--- config.mk ---
export PLATFORM = sky130hd
export DESIGN_NAME = ema_regular_irregular_filter_top
export DESIGN_NICKNAME = d
export VERILOG_FILES = /design/src/emarif_pkg.sv /design/src/emarif_div.sv /design/src/ema_regular_irregular_filter_top.sv
export SDC_FILE = /design/constraint.sdc
export NUM_CORES = 2
export LEC_CHECK = 0
export ABC_AREA = 1
export BUFFER_PORTS_ARGS = -buffer_cell sky130_fd_sc_hd__buf_2
export CAP_MARGIN = 20
export CORE_AREA = 2 2 446 448
export CTS_CLUSTER_SIZE = 12
export DETAILED_ROUTE_END_ITERATION = 7
export DIE_AREA = 0 0 448 450
export GPL_TIMING_DRIVEN = 0
export SYNTH_ARGS = -nofsm -noshare
export SYNTH_HDL_FRONTEND = slang
export SYNTH_SLANG_ARGS = --single-unit
--- constraint.sdc ---
create_clock -name clk -period 8.9 [get_ports clk]
set_input_delay 1.78 -clock clk [delete_from_list [all_inputs] [get_ports clk]]
set_output_delay 1.78 -clock clk [all_outputs]
set_load 0.01 [all_outputs]
--- src/emarif_pkg.sv ---
package emarif_pkg;

    localparam int DATA_W   = 32;
    localparam int W_W      = 17;               // Q0.16 weight incl. the value 1.0
    localparam int DIV_N_W  = 49;               // divider numerator width
    localparam int DIV_D_W  = 32;               // divider denominator width
    localparam int ACC_W    = 51;               // weighted sum accumulator
    localparam int MUL_A_W  = 37;
    localparam int MUL_B_W  = 33;
    localparam int PROD_W   = MUL_A_W + MUL_B_W;

    localparam logic [W_W-1:0]  WONE          = 17'd65536;
    localparam logic [31:0]     Q31ONE        = 32'h8000_0000;
    localparam logic [29:0]     EXP_M1_Q31    = 30'd790015084;
    localparam logic [3:0]      EXP_INT_LIMIT = 4'd12;
    localparam logic [3:0]      HORNER_TERMS  = 4'd8;

    // register indexes
    localparam logic REG_MODE      = 1'b0;
    localparam logic REG_SMOOTHING = 1'b1;

    // reciprocal ceil(2^35 / k), so floor(p / k) = (p * m) >> 35 for p < 2^32
    function automatic logic [35:0] recip_k(input logic [3:0] k);
        logic [35:0] m;
        case (k)
            4'd1:    m = 36'd34359738368;
            4'd2:    m = 36'd17179869184;
            4'd3:    m = 36'd11453246123;
            4'd4:    m = 36'd8589934592;
            4'd5:    m = 36'd6871947674;
            4'd6:    m = 36'd5726623062;
            4'd7:    m = 36'd4908534053;
            4'd8:    m = 36'd4294967296;
            default: m = 36'd0;
        endcase
        return m;
    endfunction

    // drop 16 fraction bits rounding half up, then saturate to 32 bits
    function automatic logic [DATA_W-1:0] round_sat(input logic signed [ACC_W-1:0] s);
        logic signed [ACC_W-1:0] b;
        logic signed [ACC_W-17:0] r;
        logic [DATA_W-1:0] o;
        b = s + 51'sd32768;
        r = b[ACC_W-1:16];
        if (r > 35'sd2147483647)
            o = 32'h7FFF_FFFF;
        else if (r < -35'sd2147483648)
            o = 32'h8000_0000;
        else
            o = r[DATA_W-1:0];
        return o;
    endfunction

endpackage

--- src/emarif_div.sv ---
module emarif_div (
    input  logic                               clk,
    input  logic                               rst_n,
    input  logic                               start,
    input  logic [emarif_pkg::DIV_N_W-1:0]     dividend,
    input  logic [emarif_pkg::DIV_D_W-1:0]     divisor,
    output logic                               done,
    output logic [emarif_pkg::DIV_N_W-1:0]     quotient
);

    localparam int CNT_W = $clog2(emarif_pkg::DIV_N_W + 1);

    logic                              busy_reg, busy_next;
    logic                              done_reg, done_next;
    logic [CNT_W-1:0]                  cnt_reg, cnt_next;
    logic [emarif_pkg::DIV_N_W-1:0]    q_reg, q_next;
    logic [emarif_pkg::DIV_D_W-1:0]    rem_reg, rem_next;
    logic [emarif_pkg::DIV_D_W-1:0]    dvs_reg, dvs_next;
    logic [emarif_pkg::DIV_D_W:0]      sh;

    // restoring division, one quotient bit a cycle
    always_comb
    begin
        busy_next = busy_reg;
        done_next = 1'b0;
        cnt_next  = cnt_reg;
        q_next    = q_reg;
        rem_next  = rem_reg;
        dvs_next  = dvs_reg;
        sh        = {rem_reg, q_reg[emarif_pkg::DIV_N_W-1]};
        if (start)
        begin
            busy_next = 1'b1;
            cnt_next  = CNT_W'(emarif_pkg::DIV_N_W);
            q_next    = dividend;
            rem_next  = '0;
            dvs_next  = divisor;
        end
        else if (busy_reg)
        begin
            if (sh >= {1'b0, dvs_reg})
            begin
                rem_next = emarif_pkg::DIV_D_W'(sh - {1'b0, dvs_reg});
                q_next   = {q_reg[emarif_pkg::DIV_N_W-2:0], 1'b1};
            end
            else
            begin
                rem_next = sh[emarif_pkg::DIV_D_W-1:0];
                q_next   = {q_reg[emarif_pkg::DIV_N_W-2:0], 1'b0};
            end
            cnt_next = cnt_reg - 1'b1;
            if (cnt_reg == CNT_W'(1))
            begin
                busy_next = 1'b0;
                done_next = 1'b1;
            end
        end
    end

    always_ff @(posedge clk or negedge rst_n)
    begin
        if (!rst_n)
        begin
            busy_reg <= 1'b0;
            done_reg <= 1'b0;
            cnt_reg  <= '0;
        end
        else
        begin
            busy_reg <= busy_next;
            done_reg <= done_next;
            cnt_reg  <= cnt_next;
        end
    end

    always_ff @(posedge clk)
    begin
        q_reg   <= q_next;
        rem_reg <= rem_next;
        dvs_reg <= dvs_next;
    end

    assign done     = done_reg;
    assign quotient = q_reg;

    a_done_after_busy: assert property (@(posedge clk) disable iff (!rst_n)
        done_reg |-> $past(busy_reg))
        else $error("divider done without a running division");
    a_no_start_busy: assert property (@(posedge clk) disable iff (!rst_n)
        busy_reg && cnt_reg != CNT_W'(1) |=> busy_reg)
        else $error("divider stopped early");
    a_rem_bound: assert property (@(posedge clk) disable iff (!rst_n)
        busy_reg |-> rem_reg < dvs_reg)
        else $error("divider remainder out of range");

endmodule

--- src/ema_regular_irregular_filter_top.sv ---
// Exponential moving average, regular and irregular time-spaced series.
// First sample, zero time step and zero tau go straight to the output; regular mode uses the
// shared multiplier only; irregular mode runs two divisions, 8 Horner steps and up to 11
// exp(-1) steps, or skips Horner and exp(-1) when u >= 12 gives w = 0. One request at a
// time: with the shared divider and multiplier, a new one is taken once the last result is output.
// Reset (asynchronous, active low): mode regular, smoothing 0.5, state cleared, unseeded.
module ema_regular_irregular_filter_top (
    input  logic               clk,
    input  logic               rst_n,
    input  logic               in_valid,
    output logic               in_ready,
    input  logic signed [31:0] sample,
    input  logic        [31:0] timestamp,
    output logic               out_valid,
    input  logic               out_ready,
    output logic signed [31:0] average,
    input  logic               cfg_we,
    input  logic               cfg_index,
    input  logic        [31:0] cfg_data
);

    // sequencer states
    localparam logic [4:0] S_IDLE = 5'd0;
    localparam logic [4:0] S_M0   = 5'd1;   // coef0 * sample
    localparam logic [4:0] S_M1   = 5'd2;   // coef1 * average
    localparam logic [4:0] S_M2   = 5'd3;   // coef2 * previous sample
    localparam logic [4:0] S_M3   = 5'd4;   // final sum, round, saturate
    localparam logic [4:0] S_DU   = 5'd5;   // start u = dt*2^16 / tau
    localparam logic [4:0] S_DUW  = 5'd6;
    localparam logic [4:0] S_H1   = 5'd7;   // Horner: t * f
    localparam logic [4:0] S_H2   = 5'd8;   // Horner: / k by reciprocal
    localparam logic [4:0] S_H3   = 5'd9;   // Horner: 1 - quotient
    localparam logic [4:0] S_E    = 5'd10;  // integer part: t * exp(-1)
    localparam logic [4:0] S_E2   = 5'd11;
    localparam logic [4:0] S_ER   = 5'd12;  // round t to Q0.16 -> w
    localparam logic [4:0] S_V    = 5'd13;  // (1 - w) * tau
    localparam logic [4:0] S_VS   = 5'd14;  // start v division by dt
    localparam logic [4:0] S_VW   = 5'd15;
    localparam logic [4:0] S_FIN  = 5'd16;  // hand result to output register

    localparam int W_W = emarif_pkg::W_W;

    // configuration
    logic        mode_reg;
    logic [31:0] smoothing_reg;

    // filter state
    logic [31:0] ema_reg, ema_next;
    logic [31:0] prev_reg, prev_next;
    logic [31:0] ltime_reg, ltime_next;
    logic        started_reg, started_next;

    // request working set
    logic [4:0]  state_reg, state_next;
    logic [31:0] x_reg, x_next;
    logic [31:0] ts_reg, ts_next;
    logic [31:0] dt_reg, dt_next;
    logic [31:0] res_reg, res_next;
    logic [W_W-1:0] coef0_reg, coef0_next;
    logic [W_W-1:0] coef1_reg, coef1_next;
    logic [W_W-1:0] coef2_reg, coef2_next;
    logic [W_W-1:0] w_reg, w_next;
    logic signed [emarif_pkg::ACC_W-1:0] acc_reg, acc_next;
    logic [31:0] t_reg, t_next;
    logic [15:0] f_reg, f_next;
    logic [3:0]  n_reg, n_next;
    logic [3:0]  k_reg, k_next;

    // output register
    logic        ovalid_reg, ovalid_next;
    logic [31:0] odata_reg, odata_next;

    // shared multiplier, registered product
    logic signed [emarif_pkg::MUL_A_W-1:0] mul_a;
    logic signed [emarif_pkg::MUL_B_W-1:0] mul_b;
    logic signed [emarif_pkg::PROD_W-1:0]  prod_reg;

    // shared divider
    logic                               div_start;
    logic [emarif_pkg::DIV_N_W-1:0]     div_dividend;
    logic [emarif_pkg::DIV_D_W-1:0]     div_divisor;
    logic                               div_done;
    logic [emarif_pkg::DIV_N_W-1:0]     div_q;

    // local scratch
    logic [31:0]        dt_in;
    logic [W_W-1:0]     a_sat;
    logic [W_W-1:0]     v_tmp;
    logic [32:0]        t_rnd;
    logic [63:0]        e_rnd;
    logic signed [emarif_pkg::ACC_W-1:0] sum_fin;

    emarif_div u_div (
        .clk      (clk),
        .rst_n    (rst_n),
        .start    (div_start),
        .dividend (div_dividend),
        .divisor  (div_divisor),
        .done     (div_done),
        .quotient (div_q)
    );

    assign in_ready  = (state_reg == S_IDLE);
    assign out_valid = ovalid_reg;
    assign average   = odata_reg;

    // operand selection for the shared multiplier
    always_comb
    begin
        mul_a = '0;
        mul_b = '0;
        case (state_reg)
            S_M0:
            begin
                mul_a = {20'b0, coef0_reg};
                mul_b = {x_reg[31], x_reg};
            end
            S_M1:
            begin
                mul_a = {20'b0, coef1_reg};
                mul_b = {ema_reg[31], ema_reg};
            end
            S_M2:
            begin
                mul_a = {20'b0, coef2_reg};
                mul_b = {prev_reg[31], prev_reg};
            end
            S_H1:
            begin
                mul_a = {5'b0, t_reg};
                mul_b = {17'b0, f_reg};
            end
            S_H2:
            begin
                mul_a = {1'b0, emarif_pkg::recip_k(k_reg)};
                mul_b = {1'b0, prod_reg[47:16]};
            end
            S_E:
            begin
                mul_a = {5'b0, t_reg};
                mul_b = {3'b0, emarif_pkg::EXP_M1_Q31};
            end
            S_V:
            begin
                mul_a = {20'b0, emarif_pkg::WONE - w_reg};
                mul_b = {1'b0, smoothing_reg};
            end
            default:
            begin
                mul_a = '0;
                mul_b = '0;
            end
        endcase
    end

    // divider hookup: u in S_DU, v in S_VS
    always_comb
    begin
        div_start    = (state_reg == S_DU) || (state_reg == S_VS);
        div_dividend = (state_reg == S_DU) ? {1'b0, dt_reg, 16'b0}
                                           : prod_reg[emarif_pkg::DIV_N_W-1:0];
        div_divisor  = (state_reg == S_DU) ? smoothing_reg : dt_reg;
    end

    // sequencer and datapath
    always_comb
    begin
        state_next   = state_reg;
        ema_next     = ema_reg;
        prev_next    = prev_reg;
        ltime_next   = ltime_reg;
        started_next = started_reg;
        x_next       = x_reg;
        ts_next      = ts_reg;
        dt_next      = dt_reg;
        res_next     = res_reg;
        coef0_next   = coef0_reg;
        coef1_next   = coef1_reg;
        coef2_next   = coef2_reg;
        w_next       = w_reg;
        acc_next     = acc_reg;
        t_next       = t_reg;
        f_next       = f_reg;
        n_next       = n_reg;
        k_next       = k_reg;
        ovalid_next  = ovalid_reg;
        odata_next   = odata_reg;

        dt_in   = timestamp - ltime_reg;
        a_sat   = (smoothing_reg > 32'd65536) ? emarif_pkg::WONE : smoothing_reg[W_W-1:0];
        v_tmp   = '0;
        t_rnd   = {1'b0, t_reg} + 33'd16384;
        e_rnd   = prod_reg[63:0] + 64'h4000_0000;
        sum_fin = acc_reg + prod_reg[emarif_pkg::ACC_W-1:0];

        if (ovalid_reg && out_ready)
            ovalid_next = 1'b0;

        case (state_reg)
            S_IDLE:
            begin
                if (in_valid)
                begin
                    x_next  = sample;
                    ts_next = timestamp;
                    dt_next = dt_in;
                    if (!started_reg)
                    begin
                        res_next   = sample;
                        state_next = S_FIN;
                    end
                    else if (!mode_reg)
                    begin
                        // regular: a*x + (1-a)*ema
                        coef0_next = a_sat;
                        coef1_next = emarif_pkg::WONE - a_sat;
                        coef2_next = '0;
                        state_next = S_M0;
                    end
                    else if (dt_in == 32'd0)
                    begin
                        res_next   = ema_reg;       // hold the old average
                        state_next = S_FIN;
                    end
                    else if (smoothing_reg == 32'd0)
                    begin
                        res_next   = sample;        // infinite u: w = v = 0
                        state_next = S_FIN;
                    end
                    else
                    begin
                        state_next = S_DU;
                    end
                end
            end
            S_M0: state_next = S_M1;
            S_M1:
            begin
                acc_next   = prod_reg[emarif_pkg::ACC_W-1:0];
                state_next = S_M2;
            end
            S_M2:
            begin
                acc_next   = acc_reg + prod_reg[emarif_pkg::ACC_W-1:0];
                state_next = S_M3;
            end
            S_M3:
            begin
                res_next   = emarif_pkg::round_sat(sum_fin);
                state_next = S_FIN;
            end
            S_DU: state_next = S_DUW;
            S_DUW:
            begin
                if (div_done)
                begin
                    if (div_q[48:16] >= {29'b0, emarif_pkg::EXP_INT_LIMIT})
                    begin
                        w_next     = '0;
                        state_next = S_V;
                    end
                    else
                    begin
                        n_next     = div_q[19:16];
                        f_next     = div_q[15:0];
                        t_next     = emarif_pkg::Q31ONE;
                        k_next     = emarif_pkg::HORNER_TERMS;
                        state_next = S_H1;
                    end
                end
            end
            S_H1: state_next = S_H2;
            S_H2: state_next = S_H3;
            S_H3:
            begin
                t_next = emarif_pkg::Q31ONE - prod_reg[66:35];
                if (k_reg == 4'd1)
                    state_next = S_E;
                else
                begin
                    k_next     = k_reg - 4'd1;
                    state_next = S_H1;
                end
            end
            S_E:
            begin
                if (n_reg == 4'd0)
                    state_next = S_ER;
                else
                    state_next = S_E2;
            end
            S_E2:
            begin
                t_next     = e_rnd[62:31];
                n_next     = n_reg - 4'd1;
                state_next = S_E;
            end
            S_ER:
            begin
                if (t_rnd[32:15] > {1'b0, emarif_pkg::WONE})
                    w_next = emarif_pkg::WONE;
                else
                    w_next = t_rnd[31:15];
                state_next = S_V;
            end
            S_V:  state_next = S_VS;
            S_VS: state_next = S_VW;
            S_VW:
            begin
                if (div_done)
                begin
                    // clamp v into [w, 1]
                    if (div_q > {32'b0, emarif_pkg::WONE})
                        v_tmp = emarif_pkg::WONE;
                    else
                        v_tmp = div_q[W_W-1:0];
                    if (v_tmp < w_reg)
                        v_tmp = w_reg;
                    coef0_next = emarif_pkg::WONE - v_tmp;
                    coef1_next = w_reg;
                    coef2_next = v_tmp - w_reg;
                    state_next = S_M0;
                end
            end
            S_FIN:
            begin
                if (!ovalid_reg)
                begin
                    ovalid_next  = 1'b1;
                    odata_next   = res_reg;
                    ema_next     = res_reg;
                    prev_next    = x_reg;
                    ltime_next   = ts_reg;
                    started_next = 1'b1;
                    state_next   = S_IDLE;
                end
            end
            default: state_next = S_IDLE;
        endcase
    end

    // configuration writes
    always_ff @(posedge clk or negedge rst_n)
    begin
        if (!rst_n)
        begin
            mode_reg      <= 1'b0;
            smoothing_reg <= 32'd32768;
        end
        else if (cfg_we)
        begin
            case (cfg_index)
                emarif_pkg::REG_MODE:      mode_reg      <= cfg_data[0];
                emarif_pkg::REG_SMOOTHING: smoothing_reg <= cfg_data;
                default:                   mode_reg      <= mode_reg;
            endcase
        end
    end

    // control and filter state
    always_ff @(posedge clk or negedge rst_n)
    begin
        if (!rst_n)
        begin
            state_reg   <= S_IDLE;
            ovalid_reg  <= 1'b0;
            started_reg <= 1'b0;
            ema_reg     <= '0;
            prev_reg    <= '0;
            ltime_reg   <= '0;
        end
        else
        begin
            state_reg   <= state_next;
            ovalid_reg  <= ovalid_next;
            started_reg <= started_next;
            ema_reg     <= ema_next;
            prev_reg    <= prev_next;
            ltime_reg   <= ltime_next;
        end
    end

    // payload, no reset
    always_ff @(posedge clk)
    begin
        x_reg     <= x_next;
        ts_reg    <= ts_next;
        dt_reg    <= dt_next;
        res_reg   <= res_next;
        coef0_reg <= coef0_next;
        coef1_reg <= coef1_next;
        coef2_reg <= coef2_next;
        w_reg     <= w_next;
        acc_reg   <= acc_next;
        t_reg     <= t_next;
        f_reg     <= f_next;
        n_reg     <= n_next;
        k_reg     <= k_next;
        odata_reg <= odata_next;
        prod_reg  <= mul_a * mul_b;
    end

    a_busy_after_accept: assert property (@(posedge clk) disable iff (!rst_n)
        in_valid && in_ready |=> !in_ready)
        else $error("request taken while the previous one is still running");
    a_div_done_waiting: assert property (@(posedge clk) disable iff (!rst_n)
        div_done |-> (state_reg == S_DUW) || (state_reg == S_VW))
        else $error("division finished outside a wait state");
    a_fin_loads_out: assert property (@(posedge clk) disable iff (!rst_n)
        (state_reg == S_FIN) && !ovalid_reg |=> ovalid_reg && (state_reg == S_IDLE))
        else $error("result not handed to the output register");

endmodule

======== Word-level counts from Yosys, hierarchy flattened ========
Memory sizes are Yosys's and may differ from the RTL's. A register that Yosys moved wholly into a read port is not among the register bits.
Index checks and enable logic that the tools add are counted.
storage, ports and cells
  bits in registers ....................... 659
  bits in read-only memories .............. 576
  input bits .............................. 102
  output and inout port bits .............. 34
  memories ................................ 1
operators by class
  add/subtract/negate cells ............... 14
  multipliers ............................. 1
  order comparisons ....................... 8
  eq/ne operators ......................... 29
  multiplexer cells ....................... 77
  bitwise gates (word level) .............. 3
  reductions and logical operators ........ 27
memories
  memory           depth  bits a word  rd ports  clocked after Yosys merged registers in  write ports  RTL line          RTL
  (no name shown)  16     36           1         1                                        0            emarif_pkg.sv:25  case (k)
operators with widths
  cell                                                                                number
  17-bit two-way mux                                                                  22
  32-bit two-way mux                                                                  11
  33-bit case mux with 7 select lines                                                 1
  36-bit case mux with 6 select lines                                                 1
  49-bit two-way mux                                                                  3
  17-bit case mux with 2 select lines                                                 4
  51-bit case mux with 2 select lines                                                 1
  32-bit case mux with 3 select lines                                                 1
  5-bit case mux with 17 select lines                                                 1
  37-bit by 33-bit multiplier with 67-bit output                                      1
  32-bit logical NOT                                                                  2
  32-bit case mux with 2 select lines                                                 1
  32-bit subtractor                                                                   2
  63-bit by 31-bit adder with 63-bit output (second input constant)                   1
  51-bit by 17-bit adder with 51-bit output (second input constant)                   1
  51-bit adder                                                                        1
  17-bit subtractor (first input constant)                                            3
  49-bit by 17-bit greater-than comparator with 1-bit output (second input constant)  1
  5-bit by 4-bit == test with 1-bit output (second input constant)                    8
  5-bit two-way mux                                                                   8
  35-bit by 32-bit greater-than comparator with 1-bit output (second input constant)  1
  35-bit by 32-bit < comparator with 1-bit output (second input constant)             1
  32-bit by 15-bit adder with 33-bit output (second input constant)                   1
  33-bit by 32-bit greater-or-equal comparator with 1-bit output                      1
  other kinds (35)                                                                    81

======== Longest topological paths before layout ========
  depth after elaboration ................. 11
  gate-level depth with buffers ........... 55
  depth with buffers taken out ............ 54

======== Hierarchy ========
From an unflattened synthesis, not the netlist that was laid out.
unflattened totals
  cells, all modules ...................... 10,209
  area total of the unflattened synthesis .. 79,349.9 sq um
modules (own cells, without submodules)
  module                            instances  cells each  area an instance (sq um)  sequential area each (sq um)
  ema_regular_irregular_filter_top  1          9,168       71,842.7                  15,065.7
  emarif_div                        1          1,041       7,507.2                   3,273.1

======== Worst setup path before layout ========
OpenSTA, ideal clock, no wires.
  path type ............................... input -> register
  start point ............................. in in_valid
  end point ............................... reg coef0_reg[0], enable pin
  setup time .............................. 477 ps
  arrival ................................. 8,738 ps
  data required time ...................... 8,423 ps
  slack ................................... -315 ps
  cell stages on the path ................. 4
  cell sequence ........................... inv_1 nor2_1 nand3_1 a21oi_1
between the ends
  word-level cells in the longest chain between the ends .. 2
RTL lines
  element                               RTL line                                 RTL
  from (decl)                           ema_regular_irregular_filter_top.sv:10   input logic in_valid,
  2-bit != test (no source line)        --
  5-bit AND reduction (no source line)  --
  to (signal assigned)                  ema_regular_irregular_filter_top.sv:390  coef0_reg <= coef0_next;
  to (decl)                             ema_regular_irregular_filter_top.sv:59   logic [W_W-1:0] coef0_reg, coef0_next;
Every way passes these cells.
A chain may end at the register's enable or synchronous reset.

======== Worst setup path in the final report ========
  start point ............................. reg state_reg[4]
  end point ............................... reg prod_reg[55] (netlist name)
between the ends
  word-level cells in the longest chain between the ends .. 4
  elaborated cells between the ends (all ways) .. 11
  those cells by class .................... mul: 1; eq/ne: 7; mux: 2; reduce/logical: 1
RTL lines
  element                                                                                                      RTL line                                 RTL
  from (decl)                                                                                                  ema_regular_irregular_filter_top.sv:54   logic [4:0] state_reg, state_next;
  from (signal assigned)                                                                                       ema_regular_irregular_filter_top.sv:374  state_reg <= state_next;
  5-bit by 4-bit == test with 1-bit output / 5-bit by 3-bit == test with 1-bit output (equally long branches)  ema_regular_irregular_filter_top.sv:112  case (state_reg)
  2-bit OR reduction (no source line)                                                                          --
  36-bit case mux with 6 select lines                                                                          ema_regular_irregular_filter_top.sv:112
  37-bit by 33-bit multiplier with 67-bit output (*)                                                           ema_regular_irregular_filter_top.sv:400  prod_reg <= mul_a * mul_b;
  to (signal assigned)                                                                                         ema_regular_irregular_filter_top.sv:400
  to (decl)                                                                                                    ema_regular_irregular_filter_top.sv:76   logic signed [emarif_pkg::PROD_W-1:0] prod_reg;
Mark *: on every way between the ends. The rest lies on a longest branch, timed or not.

==> summary.md <==
| Metric | Value |
|---|---|
| CP max FO | `10` |
| Cells after Synth | `9906` |
| Critical path launch point type | `register` |
| Met3 usage | `0.0943` |
| CP required | `9.44 ns` |
| Status | `finished with violations` |
| Die area | `0.202 mm²` |
| Via-per-instance ratio | `5.48` |
| Failing checks | `negative setup slack` |
| Worst Slack Setup Final | `-0.555 ns` |
| Vias in the first global route | `69600` |
| Largest register FFs | `67` |
| Post-Syn Area per Cell | `7.91 µm²` |
| Max Clk Rate | `0.106 GHz` |
| Post-synth top area share | `0.270` |
| Final Power | `0.0299 W` |
| YS warnings | `0` |
| VDD IR max | `0.000324 V` |
| Met1 Use GR | `0.511` |
| Reg2Reg Setup Slack | `-0.56 ns` |
| Final RePlAce weighted congestion | `1.05` |
| Core area | `0.197 mm²` |
| Switching part of the total | `0.561` |
| Worst Hold Class | `register to register` |
| Ys flop type | `edfxtp_1` |
| Buffers on Ports | `135` |
| Clock skew | `0.0376 ns` |
| CP dominant cell by count | `fa_1` |
| Cell Pwr Density | `332 mW/mm²` |
| Distinct cells, synth | `63` |
| Arr. time, crit path | `10.00 ns` |
| Starting Density | `0.398` |
| Crit end category | `register` |
| Detailed Route WL | `351 mm` |
| Die Wd | `448 µm` |
| Wire per inst | `26.9 µm` |
| Final Critical Period | `9.46 ns` |
| Final Hold Fails | `0` |
| Utilization after layout | `0.458` |
| Initial antenna violation count | `19` |
| Max Cap Viol | `0` |
| Clk pwr share | `0.108` |
| P_leak | `44.2 nW` |
| Crit-path slowest cell | `fa_1` |
| Worst-Margin Slew | `1.16 ns` |
| Top post-synthesis cells by area | `fa_1, edfxtp_1, nand2_1` |
| Register bit total from synthesis | `672` |
| Seq/Total Area, Yosys | `0.234` |
| Cts bufs inserted | `74` |
| Gate power share | `0.706` |
| DRT iter0 DRCs | `8810` |
| Unrepaired setup endpoints after global routing | `true` |
| CTS root buffer | `clkbuf_16` |
| H-tree levels | `3` |
| Die H | `450 µm` |
| Placed insts | `12700` |
| Slew headroom | `0.224` |
| Area grow syn2layout | `15.0%` |
| CTS clock-pin slew for the worst setup and hold paths | `0.07 ns` |
| Cell Int Power | `0.0131 W` |
| GRT overflow | `0` |
| Syn nets | `11500` |
| Post-synth top area cell | `fa_1` |
| Final setup fails | `39` |
| Sequential share of power | `0.186` |
| Worst reg2reg path depth | `37` |
| Hold depth | `2` |
| Drt drc | `0` |
| DP HPWL | `294 mm` |
| Switch Pwr | `0.0168 W` |
| EDFF count, synth | `416` |
| Clock Latency Late Sink | `0.69 ns` |
| Largest net degree at the start of global routing | `82` |
| Fin crit share | `1.06` |
| Final Max Tran Viols | `0` |
| Worst path max stage delay | `0.54 ns` |
| First-pass detailed-route iteration total | `7` |
| Final std cells w/o fill | `13100` |
| Share of cells above drive strength 1 | `0.117` |
| Fraction of registers with async set/reset | `0.214` |
| Final #Nets | `12000` |
| Sink Count | `672` |
| Clock Tree Buf Depth | `3` |
| Via count of the routed design | `71500` |
| IO Count | `136` |
| Sum Neg Setup Slack | `-11.71 ns` |
| ANT nets after route | `0` |
| Tot GR Track Use | `0.345` |
| GRT Max-Usage Layer | `met1` |
| First-pass GRT wire length | `496 mm` |
| Critical path class | `register to register` |
| Rows | `163` |
| Grt met2 use | `0.481` |
| Netlist Area Pre-Place | `0.0783 mm²` |
| CTS tree | `built` |
metrics by stage:
stage	setup slack, ns	hold slack [ns]	instance area, µm²
floorplan	0.00750	0.418	78300
global placement	-5.94	0.425	82300
detailed placement	-3.89	0.433	83200
CTS	-0.426	0.452	89000
global route	-0.731	0.463	90100
finish	-0.555	0.450	90100
area by class of cell:
class / count / area (µm²)
diodes: 15 / 37.5
plain buffers: 339 / 2010
clock buffers: 117 / 2220
clock inverters: 19 / 221
fillers: 19800 / 107000
inverters: 2187 / 8320
multi-input cells: 6705 / 52700
flip-flops and latches: 672 / 18300
well taps: 2640 / 3300
repair buffers: 364 / 2930
logic make-up (layout without fill, tap and decap cells):
kind of cell    Yosys count  after routing  synth area share
simple gates           3932           3932             0.203
compound gates         1071           1071            0.0763
fa+ha+maj              1505           1505             0.342
xor+xnor                197            197            0.0227
flops                   672            672             0.234
buf+inv                2529           3026             0.122
other cells               0             15                 0
cells in the final DEF (no fill, tap or decap), types with 78 or more instances in the layout:
cell       instances
inv_1           2065
clkbuf_1         165
ha_1             421
fa_1            1029
dfxtp_1          112
dfrtp_1          142
xor2_1           105
nand4_1          119
buf_4            175
o21ai_0          451
edfxtp_1         416
nand2_1         2351
buf_2            151
clkbuf_2          88
nor2_1           914
clkbuf_16         84
inv_2             78
nand3_1          205
a21oi_1          290
metal layers:
layer,routed length [µm],share of wire
met1,152000,0.43
met5,115,0.00033
met4,14400,0.041
met3,42800,0.12
met2,142000,0.40
critical path: cells and delay by family (launching register included):
family	cells	cell delay [ns]
flip-flops	1	0.47
adder cells (fa/ha/maj)	9	4.31
AND/OR/NAND/NOR	7	0.92
buffers and inverters	14	2.14
AO/OA/AOI/OAI	6	1.26
XOR/XNOR	1	0.15
power by group through the flow:
stage	combinational (W)	sequential, W	clock [W]
detailed placement	0.0178	0.00554	0
finish	0.0211	0.00556	0.00324
global route	0.0224	0.00559	0.00336
CTS	0.0199	0.00549	0.00325
floorplan	0.0104	0.00504	0
global placement	0.0174	0.00558	0
path summary, 6_finish.rpt:
kind | from | to
max reg2reg | state_reg[4] | prod_reg[55]
min reg2reg | ts_reg[23] | ltime_reg[23]
min in group asynchronous | rst_n | ltime_reg[11]
min | ts_reg[23] | ltime_reg[23]
max | state_reg[4] | prod_reg[55]
max in group asynchronous | rst_n | state_reg[4]
Yosys cell counts, types with 9 or more instances:
| cell type | n |
|---|---|
| nand3_2 | 11 |
| or2_2 | 11 |
| buf_2 | 12 |
| nand3b_1 | 11 |
| o21a_1 | 20 |
| nor2_1 | 962 |
| clkbuf_1 | 307 |
| a22o_1 | 18 |
| o22ai_1 | 34 |
| fa_1 | 1056 |
| a21o_1 | 9 |
| xor2_1 | 114 |
| o211ai_1 | 16 |
| dfrtp_1 | 143 |
| buf_1 | 16 |
| nand3_1 | 216 |
| nor4_1 | 44 |
| a21oi_2 | 21 |
| ha_1 | 449 |
| xnor2_1 | 76 |
| dfxtp_1 | 112 |
| nand2_2 | 23 |
| o21ai_1 | 12 |
| o21ai_0 | 479 |
| edfxtp_1 | 416 |
| nor2_2 | 29 |
| a31oi_1 | 37 |
| nor3_1 | 82 |
| nand2_1 | 2403 |
| o21bai_1 | 12 |
| nand4_1 | 119 |
| a221oi_1 | 21 |
| clkinv_1 | 26 |
| a21oi_1 | 348 |
| inv_1 | 2153 |
repair_timing:
item | in CTS | in global routing
hold buffers | 0 | 0
setup endpoints to repair | 58 | 51
buffers inserted | 137 | 51
endpoints found under the hold margin | 0 | 0
resized for setup | 746 | 240
pin swaps | 183 | 91
Power figures use the tool's default switching activity.
